**config.mk**
```make
export PLATFORM = sky130hd
export DESIGN_NAME = stip_cell
export DESIGN_NICKNAME = d
export VERILOG_FILES = /design/src/sv/stip_pkg.sv /design/src/sv/stip_cell.sv
export SDC_FILE = /design/constraint.sdc
export NUM_CORES = 1
export LEC_CHECK = 0
export ABC_AREA = 1
export BUFFER_PORTS_ARGS = -buffer_cell sky130_fd_sc_hd__buf_2
export CAP_MARGIN = 15
export CORE_ASPECT_RATIO = 0.9
export CORE_MARGIN = 2
export CORE_UTILIZATION = 45
export CTS_BUF_LIST = sky130_fd_sc_hd__clkbuf_8
export CTS_CLUSTER_SIZE = 25
export DETAILED_ROUTE_END_ITERATION = 16
export PLACE_DENSITY = 0.89
export SYNTH_ARGS = -nofsm -noshare
export SYNTH_HDL_FRONTEND = slang
export SYNTH_SLANG_ARGS = --single-unit
```
**constraint.sdc**
```tcl
create_clock -name clk_i -period 3.8 [get_ports clk_i]
set_input_delay 0.76 -clock clk_i [delete_from_list [all_inputs] [get_ports clk_i]]
set_output_delay 0.76 -clock clk_i [all_outputs]
set_load 0.01 [all_outputs]
```
**src/sv/stip_pkg.sv**
```systemverilog
// Shared constants and types for the stack insert-position search unit.
package stip_pkg;

  localparam int unsigned DataW    = 32;
  localparam int unsigned IdxOutW  = 9;
  localparam int unsigned DepthDef = 512;

  localparam logic CmdLoad  = 1'b0;
  localparam logic CmdQuery = 1'b1;

  typedef logic signed [DataW-1:0] data_t;
  typedef logic [IdxOutW-1:0]      idx_out_t;

  typedef struct packed {
    logic clr;
    logic en;
    logic first;
  } scan_ctl_t;

  typedef struct packed {
    idx_out_t below;
    idx_out_t above;
    idx_out_t min;
    idx_out_t max;
    logic     desc;
  } scan_res_t;

endpackage

```
**src/sv/stip_cell.sv**
```systemverilog
// One storage cell of the element ring: loads a pushed value or takes its neighbor's value.
module stip_cell
  import stip_pkg::*;
(
  input  logic  clk_i,
  input  logic  wr_en_i,
  input  data_t wr_data_i,
  input  logic  shift_en_i,
  input  data_t nb_data_i,
  output data_t data_o
);

  data_t data_q, data_d;

  always_comb begin
    data_d = data_q;
    if (wr_en_i) begin
      data_d = wr_data_i;
    end else if (shift_en_i) begin
      data_d = nb_data_i;
    end
  end

  always_ff @(posedge clk_i) begin
    data_q <= data_d;
  end

  assign data_o = data_q;

endmodule

```
Yosys cells after proc, flatten, opt, wreduce, memory -nomap -nowiden
Cells that the tools add are included.
- register bits after elaboration: 32
- latch bits: 0
- RAM bits: 0
- memory bits (read-only): 0
- output and inout bits: 32
- logic and storage cells: 4
- memories kept: 0
- add/subtract/negate cells: 0
- multiply operators: 0
- divide/modulo/power cells: 0
- magnitude comparators: 0
- eq/ne operators: 0
- shift-type cells: 0
- muxes and demuxes: 2
- bitwise logic cells: 0
- reduce and logical (&&, ||, !) cells: 1
- operators by type and width (cell ; count):
    $mux 32 ; 2
    $reduce_bool 2->1 ; 1

Depth between registers and ports, before layout
- word-level depth: 2
- gate-level depth with buffers: 5

Worst setup path after synthesis
OpenSTA, ideal clock, no wires.
- path kind: in2reg
- from: in wr_en_i
- to: reg data_q[0], in the netlist data_o[0] (enable)
- setup time: 0.329 ns
- arrival: 1.391 ns
- required time: 3.471 ns
- slack: 2.080 ns
- stages: 2
- path through: buf_6 > or2_2
- word-level cells in the longest chain between the ends: 1
- ends and longest elaborated chain (item ; line ; text):
    from (decl) ; stip_cell.sv:6 ; input logic wr_en_i,
    $reduce_bool 2->1 (no source line) ; -- ;
    to (signal assigned) ; stip_cell.sv:25 ; data_q <= data_d;
    to (decl) ; stip_cell.sv:13 ; data_t data_q, data_d;
No other way between the ends.
A chain may end at the register's enable or synchronous reset.

Final worst setup path
- from: in wr_en_i
- to: reg data_q[15], in the netlist data_o[15] (enable)
The elaborated chain is that of the path after synthesis.

==> flow_metrics.env <==
export IMPL_status="finished clean"
export IMPL_cts_htree_levels=2
export IMPL_crit_chain="buf_2 -> or2_2"
export IMPL_crit_required_ns=3.70
export IMPL_diodes=0
export IMPL_worst_slew_pin_slew_ns=0.702
export IMPL_grt_use_met2_pct=34.3
export IMPL_synth_flop_cell="edfxtp_1"
export IMPL_fin_crit_sh_pct=53.6
export IMPL_use_met1_pct=19.0
export IMPL_fmax_ghz=0.491
export IMPL_holdBufCountCts=0
export IMPL_synth_area_um2=1400
export IMPL_seq_area_frac_synth_pct=68.6
export IMPL_yosysMostFrequentCell="nand2_1"
export IMPL_cts_path_max_buffers=2
export IMPL_maxSlewHeadroom_pct=53.2
export IMPL_maxCapViolations=0
export IMPL_hold_slack_ns=0.748
export IMPL_worstPathBufferInverterCount=1
export IMPL_grt_overflow=0
export IMPL_pin_count=99
export IMPL_ir_drop_v=0.000278
export IMPL_yosys_area_top_type_share_pct=68.6
export IMPL_cp_arrival_ns=1.94
export IMPL_syn_nets=204
export IMPL_finalSetupTns_ns=0
export IMPL_crit_path_start_kind="primary input"
export IMPL_final_util_pct=65.7
export IMPL_ctsResizeCount=0
export IMPL_core_area_um2=3020
export IMPL_grt_pass1_vias=1192
export IMPL_drv_slew=0
export IMPL_cts_buffers=5
export IMPL_min_path_type="in -> reg"
export IMPL_initial_core_util_pct=46.4
export IMPL_clk_pin_slew_ns=0.07
export IMPL_async_reset_ff_share_pct=0
export IMPL_grt_first_pass_wirelength_um=4970
export IMPL_avgViaCountPerCell=4.47
export IMPL_whs_path_depth=3
export IMPL_post_drt_wl_per_cell_um=10.9
export IMPL_end_kind="flop"
export IMPL_hold_viol=0
export IMPL_cts_sinks=32
export IMPL_instances_no_fill=278
export IMPL_fp_dieW_um=62.8
export IMPL_synth_edff_count=32
export IMPL_synth_top_cell_by_area="edfxtp_1"
export IMPL_cts_root_buf="clkbuf_8"
export IMPL_ant_nets=0
export IMPL_rsz0062_at_grt="false"
export IMPL_critPathTopFamily="simple AND/OR/NAND/NOR gates"
export IMPL_drt_drc_violations_left=0
export IMPL_register_area_um2=961
export IMPL_worst_path_max_delay_cell="or2_2"
export IMPL_ys_warn_count=0
export IMPL_multi_input_area_um2=367
export IMPL_powerDensity_nw_per_um2=444
export IMPL_syn_to_final_growth_pct=41.5
export IMPL_grt_max_degree=35
export IMPL_synth_area_top_cells="edfxtp_1 (69%), nand2_1 (26%), buf_6 (3.2%)"
export IMPL_placed_cells=270
export IMPL_nFillCells=262
export IMPL_antenna_found_initial=0
export IMPL_port_buffers=98
export IMPL_tritoncts="done"
export IMPL_vias=1244
export IMPL_grt_use_met3_pct=5.92
export IMPL_critPathKind="in -> reg"
export IMPL_slowest_delay_ns=0.69
export IMPL_synth_cells=137
export IMPL_core_rowCount=19
export IMPL_design_die_area_um2=3580
export IMPL_largest_reg_flops=32
export IMPL_busiest_layer="met2"
export IMPL_ys_ff_latch=32
export IMPL_post_cts_buffers=0
export IMPL_finalPower_mw=0.881
export IMPL_track_usage_pct=18.4
export IMPL_die_h_um=56.9
export IMPL_syn_area_per_cell_um2=10.2
export IMPL_first_iter_violations=48
export IMPL_routed_wl_um=3030
export IMPL_place_congestion=0.730
export IMPL_drive_gt1_share_pct=44.9
export IMPL_crit_fanout=34
export IMPL_setup_viol=0
export IMPL_fin_nets=302
export IMPL_crit_cells=2
export IMPL_p_leak_nw=1.06
export IMPL_yosys_top_cells_count="nand2_1 (96), edfxtp_1 (32), buf_6 (4), buf_4 (3)"
export IMPL_dr_pass1_iters=4
export IMPL_fin_crit_ns=2.04
export IMPL_synth_cell_type_count=6
worst paths after layout:
| path | startpoint | to | slack, ns |
|---|---|---|---|
| setup / recovery | wr_en_i | data_o[15] | 1.76 |
| hold / removal | nb_data_i[0] | data_o[0] | 0.75 |
cell usage in the layout, fill, tap and decap left out:
cell type / netlist / layout
edfxtp_1: 32 / 32
nand2_1: 96 / 96
clkbuf_8: 0 / 5
inv_4: 1 / 1
clkinv_1: 0 / 2
or2_2: 1 / 1
bufinv_16: 0 / 1
buf_2: 0 / 98
metrics by stage:
stage	area (um2)	setup slack [ns]
floorplan	1400	2.08
global placement	1880	1.50
detailed placement	1880	1.46
CTS	1980	1.75
global route	1980	1.65
finish	1980	1.76
layout make-up:
| cell class | instances | area share, % |
|---|---|---|
| timing repair buffer | 98 | 24.7 |
| clock buffer | 5 | 3.47 |
| sequential | 32 | 48.5 |
| clock inverter | 3 | 1.89 |
| inverter | 1 | 0.315 |
| multi-input combinational | 97 | 18.5 |
| tap | 42 | 2.65 |
cells by family (layout without fill, tap and decap cells):
group	Yosys count	in the layout	share of synthesized area [%]
buffers and inverters	8	107	5.27
flip-flops	32	32	68.6
AND/OR/NAND/NOR	97	97	26.2
where the power goes:
group	total (mW)	internal, mW	switching [mW]
clock network	0.304	0.191	0.113
logic	0.133	0.0603	0.0728
registers	0.443	0.434	0.00947
layer usage:
metal  up-vias  part of all wire (%)
met1       538                    38
met2        67                    52
met5         -                     0
met3         6                   9.0
met4         0                   1.5
li1        633                     -
(Power assumes the default switching activity.)
