===== config.mk =====
export PLATFORM = sky130hd
export DESIGN_NAME = stip_tracker
export DESIGN_NICKNAME = d
export VERILOG_FILES = /design/src/sv/stip_pkg.sv /design/src/sv/stip_tracker.sv
export SDC_FILE = /design/constraint.sdc
export NUM_CORES = 1
export LEC_CHECK = 0
export BUFFER_PORTS_ARGS = -buffer_cell sky130_fd_sc_hd__clkbuf_2
export CAP_MARGIN = 40
export CELL_PAD_IN_SITES_DETAIL_PLACEMENT = 1
export CELL_PAD_IN_SITES_GLOBAL_PLACEMENT = 1
export CORE_MARGIN = 1.5
export CORE_UTILIZATION = 36
export DETAILED_ROUTE_END_ITERATION = 10
export HOLD_SLACK_MARGIN = 0.12
export PLACE_DENSITY = 0.61
export SYNTH_ARGS = -nofsm -noshare
export SYNTH_HDL_FRONTEND = slang
export SYNTH_SLANG_ARGS = --single-unit

===== constraint.sdc =====
create_clock -name clk_i -period 6.45 [get_ports clk_i]
set_input_delay 0.645 -clock clk_i [delete_from_list [all_inputs] [get_ports clk_i]]
set_output_delay 0.645 -clock clk_i [all_outputs]
set_load 0.05 [all_outputs]

===== src/sv/stip_pkg.sv =====
// Shared constants and types for the stack insert-position search unit.
package stip_pkg;

  localparam int unsigned DataW    = 32;
  localparam int unsigned IdxOutW  = 9;
  localparam int unsigned DepthDef = 512;

  localparam logic CmdLoad  = 1'b0;
  localparam logic CmdQuery = 1'b1;

  typedef logic signed [DataW-1:0] data_t;
  typedef logic [IdxOutW-1:0]      idx_out_t;

  typedef struct packed {
    logic clr;
    logic en;
    logic first;
  } scan_ctl_t;

  typedef struct packed {
    idx_out_t below;
    idx_out_t above;
    idx_out_t min;
    idx_out_t max;
    logic     desc;
  } scan_res_t;

endpackage


===== src/sv/stip_tracker.sv =====
// Running min/max/predecessor/successor tracker fed one element per cycle from the ring head.
module stip_tracker
  import stip_pkg::*;
#(
  parameter int unsigned DEPTH = DepthDef
) (
  input  logic                       clk_i,
  input  logic                       rst_ni,
  input  scan_ctl_t                  ctl_i,
  input  logic [$clog2(DEPTH)-1:0]   idx_i,
  input  data_t                      elem_i,
  input  data_t                      probe_i,
  output scan_res_t                  res_o
);

  localparam int unsigned IdxW = $clog2(DEPTH);

  logic            has_bl_q, has_bl_d;
  logic            has_ab_q, has_ab_d;
  logic            desc_q, desc_d;
  logic [IdxW-1:0] mn_idx_q, mn_idx_d, mx_idx_q, mx_idx_d;
  logic [IdxW-1:0] bl_idx_q, bl_idx_d, ab_idx_q, ab_idx_d;
  data_t           mn_val_q, mn_val_d, mx_val_q, mx_val_d;
  data_t           bl_val_q, bl_val_d, ab_val_q, ab_val_d;
  data_t           prev_q, prev_d;

  always_comb begin
    has_bl_d = has_bl_q;
    has_ab_d = has_ab_q;
    desc_d   = desc_q;
    mn_idx_d = mn_idx_q;
    mx_idx_d = mx_idx_q;
    bl_idx_d = bl_idx_q;
    ab_idx_d = ab_idx_q;
    mn_val_d = mn_val_q;
    mx_val_d = mx_val_q;
    bl_val_d = bl_val_q;
    ab_val_d = ab_val_q;
    prev_d   = prev_q;
    if (ctl_i.clr) begin
      has_bl_d = 1'b0;
      has_ab_d = 1'b0;
      desc_d   = 1'b1;
      mn_idx_d = '0;
      mx_idx_d = '0;
      bl_idx_d = '0;
      ab_idx_d = '0;
    end else if (ctl_i.en) begin
      if (ctl_i.first || (elem_i < mn_val_q)) begin
        mn_idx_d = idx_i;
        mn_val_d = elem_i;
      end
      if (ctl_i.first || (elem_i > mx_val_q)) begin
        mx_idx_d = idx_i;
        mx_val_d = elem_i;
      end
      if ((elem_i < probe_i) && (!has_bl_q || (elem_i > bl_val_q))) begin
        bl_idx_d = idx_i;
        bl_val_d = elem_i;
        has_bl_d = 1'b1;
      end
      if ((elem_i > probe_i) && (!has_ab_q || (elem_i <= ab_val_q))) begin
        ab_idx_d = idx_i;
        ab_val_d = elem_i;
        has_ab_d = 1'b1;
      end
      if (!ctl_i.first && (prev_q < elem_i)) begin
        desc_d = 1'b0;
      end
      prev_d = elem_i;
    end
  end

  always_ff @(posedge clk_i or negedge rst_ni) begin
    if (!rst_ni) begin
      has_bl_q <= 1'b0;
      has_ab_q <= 1'b0;
      desc_q   <= 1'b1;
    end else begin
      has_bl_q <= has_bl_d;
      has_ab_q <= has_ab_d;
      desc_q   <= desc_d;
    end
  end

  always_ff @(posedge clk_i) begin
    mn_idx_q <= mn_idx_d;
    mx_idx_q <= mx_idx_d;
    bl_idx_q <= bl_idx_d;
    ab_idx_q <= ab_idx_d;
    mn_val_q <= mn_val_d;
    mx_val_q <= mx_val_d;
    bl_val_q <= bl_val_d;
    ab_val_q <= ab_val_d;
    prev_q   <= prev_d;
  end

  assign res_o.below = IdxOutW'(has_bl_q ? bl_idx_q : mx_idx_q);
  assign res_o.above = IdxOutW'(has_ab_q ? ab_idx_q : mn_idx_q);
  assign res_o.min   = IdxOutW'(mn_idx_q);
  assign res_o.max   = IdxOutW'(mx_idx_q);
  assign res_o.desc  = desc_q;

endmodule


Yosys cells after proc, flatten, opt, wreduce, memory -nomap -nowiden
Index checks and enable logic that the tools add are counted.

cells by class
  muxes and demuxes = 11
  $lt $le $gt $ge = 7
  bitwise gates (word level) = 1
  reduce and logical (&&, ||, !) cells = 26

operators with widths
  cell                            count
  32-bit greater-than comparator  3
  32-bit < comparator             3
  32-bit <= comparator            1
  9-bit two-way mux               2
  2-bit AND reduction             8
  3-bit AND reduction             4
  1-bit two-way mux               9
  2-bit nonzero test              4
  1-bit logical OR                4
  1-bit logical AND               3
  1-bit logical NOT               3
  1-bit NOT                       1

storage, ports and cells
  bits of input ports = 78
  bits in registers = 199
  output and inout bits = 37
  logic and storage cells = 57

Longest topological paths before layout
  word-level depth = 6
  mapped depth = 12
  depth with buffers taken out = 10

Least setup slack after synthesis
Ideal clock, no wire load.

  path kind = in2reg
  from = input elem_i[27]
  to = register mx_val_q[0] (enable)
  stages on the path = 7
  buffers on the path = 0
  slack = 1582 ps
  required time = 5982 ps
  library setup time = 468 ps
  data arrival time = 4400 ps
  cells stage by stage = ha_1 -> and3_1 -> nand4_1 -> or3_1 -> a41o_1 -> a31oi_1 -> nor3b_1

between the ends
  word-level cells in the longest chain between the ends = 3

ends and longest elaborated chain
  element                         RTL line            source
  start: declaration              stip_tracker.sv:11  input data_t elem_i,
  32-bit greater-than comparator  stip_tracker.sv:53  if (ctl_i.first || (elem_i > mx_val_q)) begin
  1-bit logical OR                stip_tracker.sv:53
  3-bit AND reduction (no line)   --
  end signal: assignment          stip_tracker.sv:92  mx_val_q <= mx_val_d;
  end: declaration                stip_tracker.sv:23  data_t mn_val_q, mn_val_d, mx_val_q, mx_val_d;

No other way between the ends.
A chain may end at the register's enable or synchronous reset.

Worst setup path after layout
  from = input elem_i[31]
  to = register bl_val_q[14] (enable)

between the ends
  word-level cells in the longest chain between the ends = 4
  elaborated cells between the ends (all ways) = 5
  classes of those cells = order compare: 2; reduce/logical: 3

ends and longest elaborated chain
  element                            RTL line            source
  32-bit greater-than comparator     stip_tracker.sv:57  if ((elem_i < probe_i) && (!has_bl_q || (elem_i > bl_val_q))) begin
  1-bit logical OR                   stip_tracker.sv:57
  1-bit logical AND (*)              stip_tracker.sv:57
  3-bit AND reduction (no line) (*)  --
  end signal: assignment             stip_tracker.sv:93  bl_val_q <= bl_val_d;
  end: declaration                   stip_tracker.sv:24  data_t bl_val_q, bl_val_d, ab_val_q, ab_val_d;

Every way passes the cells marked *; elsewhere a longest branch is shown, timed or not.

==> flow_summary.json <==
{
  "gp_congestion": 0.775,
  "cp_common_cell": "nand4_1",
  "finalHoldViolations": 0,
  "avgRoutedWirePerCell_um": 18.6,
  "drc": 0,
  "period_share_pct": 65.1,
  "dp_hpwl_um": 21600,
  "ys_seq_area_share_pct": 48.8,
  "critPathBufInv": 2,
  "fill_cells": 3420,
  "end_kind": "register",
  "synth_area_leaders": "edfxtp_1, ha_1, inv_1",
  "synth_fp_nets": 1267,
  "cellPowerDensity_nw_per_um2": 236,
  "layout.cells.non_filler": 1545,
  "port_buffers": 114,
  "max_freq_mhz": 238,
  "hold_path.class": "reg2reg",
  "crit_slowest_cell": "nor2_4",
  "drtIter0Drc": 301,
  "postCtsSetupRepairBufs": 0,
  "r2r-start": "bl_val_q[30]",
  "gr-total-overflow": 0,
  "die_h_um": 182,
  "synth_commonest_cells": "inv_1, ha_1, edfxtp_1",
  "syn_inst": 999,
  "cts_tree": "done",
  "fp.dieArea_um2": 33000,
  "yosysMostFrequentCell": "inv_1",
  "core-area_um2": 31500,
  "path_delay_family": "simple AND/OR/NAND/NOR gates",
  "fin_crit_ns": 4.20,
  "n_antenna_cell": 0,
  "path_max_fanout": 18,
  "synth_top_cell_area_share_pct": 41.9,
  "drive_gt1_share_pct": 17.0,
  "grt_pass1_wl_um": 45700,
  "synth_cell_type_count": 62,
  "cp.arrival_ns": 4.36,
  "critPathLaunchType": "primary input",
  "crit_required_ns": 6.60,
  "syn_avg_cell_area_um2": 11.5,
  "worstPathCellList": "clkbuf_2, ha_1, nand4_1, nor4b_2, nand4_1, o21ai_1, mux2i_1, nand3_1, nor2_4, buf_16",
  "netlist_area_um2": 11500,
  "peakVddDrop_uv": 152,
  "vias": 7825,
  "drv_slew": 0,
  "rsz0062_at_grt": "false",
  "synth_enable_flop_cells": 160,
  "max_slew_margin_pct": 43.3,
  "grt_max_degree": 28,
  "clkTransAtPathRegs_ns": 0.08,
  "grt_pass1_vias": 8163,
  "synthArstFlopShare_pct": 1.51,
  "fin_tns_setup_ns": 0,
  "area_growth_pct": 15.1,
  "dr.pass1.iters": 4,
  "clk_path_buf_depth": 2,
  "fp.dieW_um": 182,
  "setup_viol": 0,
  "synth_ff_type": "edfxtp_1",
  "skew_ns": 0.0209,
  "synth_warnings": 0,
  "crit_start": "elem_i[31]",
  "ctsResizeCount": 0,
  "tightest_slew_ns": 0.849,
  "min_from": "ab_idx_q[7]",
  "nNetsFinal": 1398,
  "io_pins": 115,
  "yosysTopAreaCell": "edfxtp_1",
  "clock-root-buffer": "clkbuf_16",
  "cap_viol_max_count": 0,
  "drt_wl_total_um": 28800,
  "ant_nets": 0,
  "reg2reg_slack_ns": 2.44,
  "htree_levels": 4,
  "start_util_pct": 36.5,
  "drt-vias-per-instance": 5.06,
  "antenna_found_initial": 2,
  "grtUsageTotal_pct": 18.1,
  "critPathMaxStageDelay_ns": 0.69,
  "utilization_pct": 42.0,
  "ys_seq_elements": 199,
  "num_rows": 65,
  "clock_latency_ns": 0.45,
  "dpl.cell_count": 1512,
  "cts_sinks": 199,
  "cts_made_buffers": 17,
  "power.leakage_nw": 6.25,
  "path_class": "in2reg",
  "status": "finished clean"
}
layout make-up:
cell class	instances	area, um2	area share, %
Tap cell	402	503	3.81
Inverter	197	739	5.60
Clock buffer	19	454	3.44
Multi-Input combinational cell	590	5100	38.6
Clock inverter	13	126	0.956
Sequential cell	199	5600	42.4
Timing Repair Buffer	125	692	5.24
sequential cells by signal, summed over array words and instances, names as in the netlist:
name	flops
ab_val_q	32
bl_val_q	32
mn_val_q	32
mx_val_q	32
prev_q	32
ab_idx_q	9
bl_idx_q	9
mn_idx_q	9
mx_idx_q	9
desc_q	1
has_ab_q	1
has_bl_q	1
cell usage in the layout (no fill, tap or decap), types with 12 or more instances in the layout:
master	Yosys	routed
inv_1	197	197
ha_1	190	190
edfxtp_1	160	160
clkbuf_2	0	114
a21oi_1	52	52
dfxtp_1	36	36
o21ai_0	30	30
a21o_1	30	30
nand4_1	29	29
mux2i_1	28	28
nand2b_1	23	23
nand2_1	23	23
nand3_1	22	22
mux2_2	18	18
clkbuf_16	0	18
nor2_1	19	16
or2b_2	12	12
kinds of logic after synthesis:
kind of cell	after synthesis	share of synthesized area, %
xor gates and xnor gates	2	0.153
and+or+nand+nor	181	9.45
DFF	199	48.8
adders and majority gates	190	20.7
buffers and inverters	210	7.02
muxes	46	4.21
AOI/OAI and AO/OA	171	9.64
power by group:
group | total, W | internal, W | switching [W]
clock network | 0.00108 | 0.000540 | 0.000544
logic | 0.000542 | 0.000193 | 0.000348
registers | 0.00150 | 0.00147 | 0.0000304
total | 0.00312 | 0.00220 | 0.000923
worst paths after layout:
| path | to | cells after the start |
|---|---|---|
| worst min-delay path | ab_idx_q[7] | 2 |
| worst max-delay path | bl_val_q[14] | 10 |
| max in group asynchronous | desc_q | 2 |
| worst min register to register | ab_idx_q[7] | 2 |
| min in group asynchronous | has_ab_q | 2 |
| worst max register to register | bl_val_q[14] | 11 |
worst reg2reg max path: stages, from the launching register on:
cell,delay [ns]
edfxtp_1,0.33
inv_1,0.04
ha_1,0.32
nand4_2,0.13
nor4_1,0.56
a22o_1,0.22
or4_4,0.12
a311oi_1,0.04
o31ai_1,0.42
nand3_1,0.61
nor2_4,0.69
buf_16,0.23
through the flow:
step	area, um2	worst slack [ns]	power [W]	hold slack [ns]
CTS	13200	2.19	0.00317	0.485
floorplan	11500	1.58	0.00187	0.349
global placement	12600	1.54	0.00205	0.445
finish	13200	2.25	0.00312	0.482
global route	13200	1.92	0.00326	0.515
detailed placement	12600	1.70	0.00207	0.443
layer usage:
layer	GRT usage [%]	wire length, um
met2	30.7	13600
met5	0	22
met4	4.33	333
met1	24.0	13800
met3	3.19	1060
what timing repair did:
action                     in CTS  in global routing
setup endpoints to repair       0                  0
hold endpoints to repair        2                  0
hold buffers                    1                  0
No activity file was read; power rests on OpenSTA's default activity.
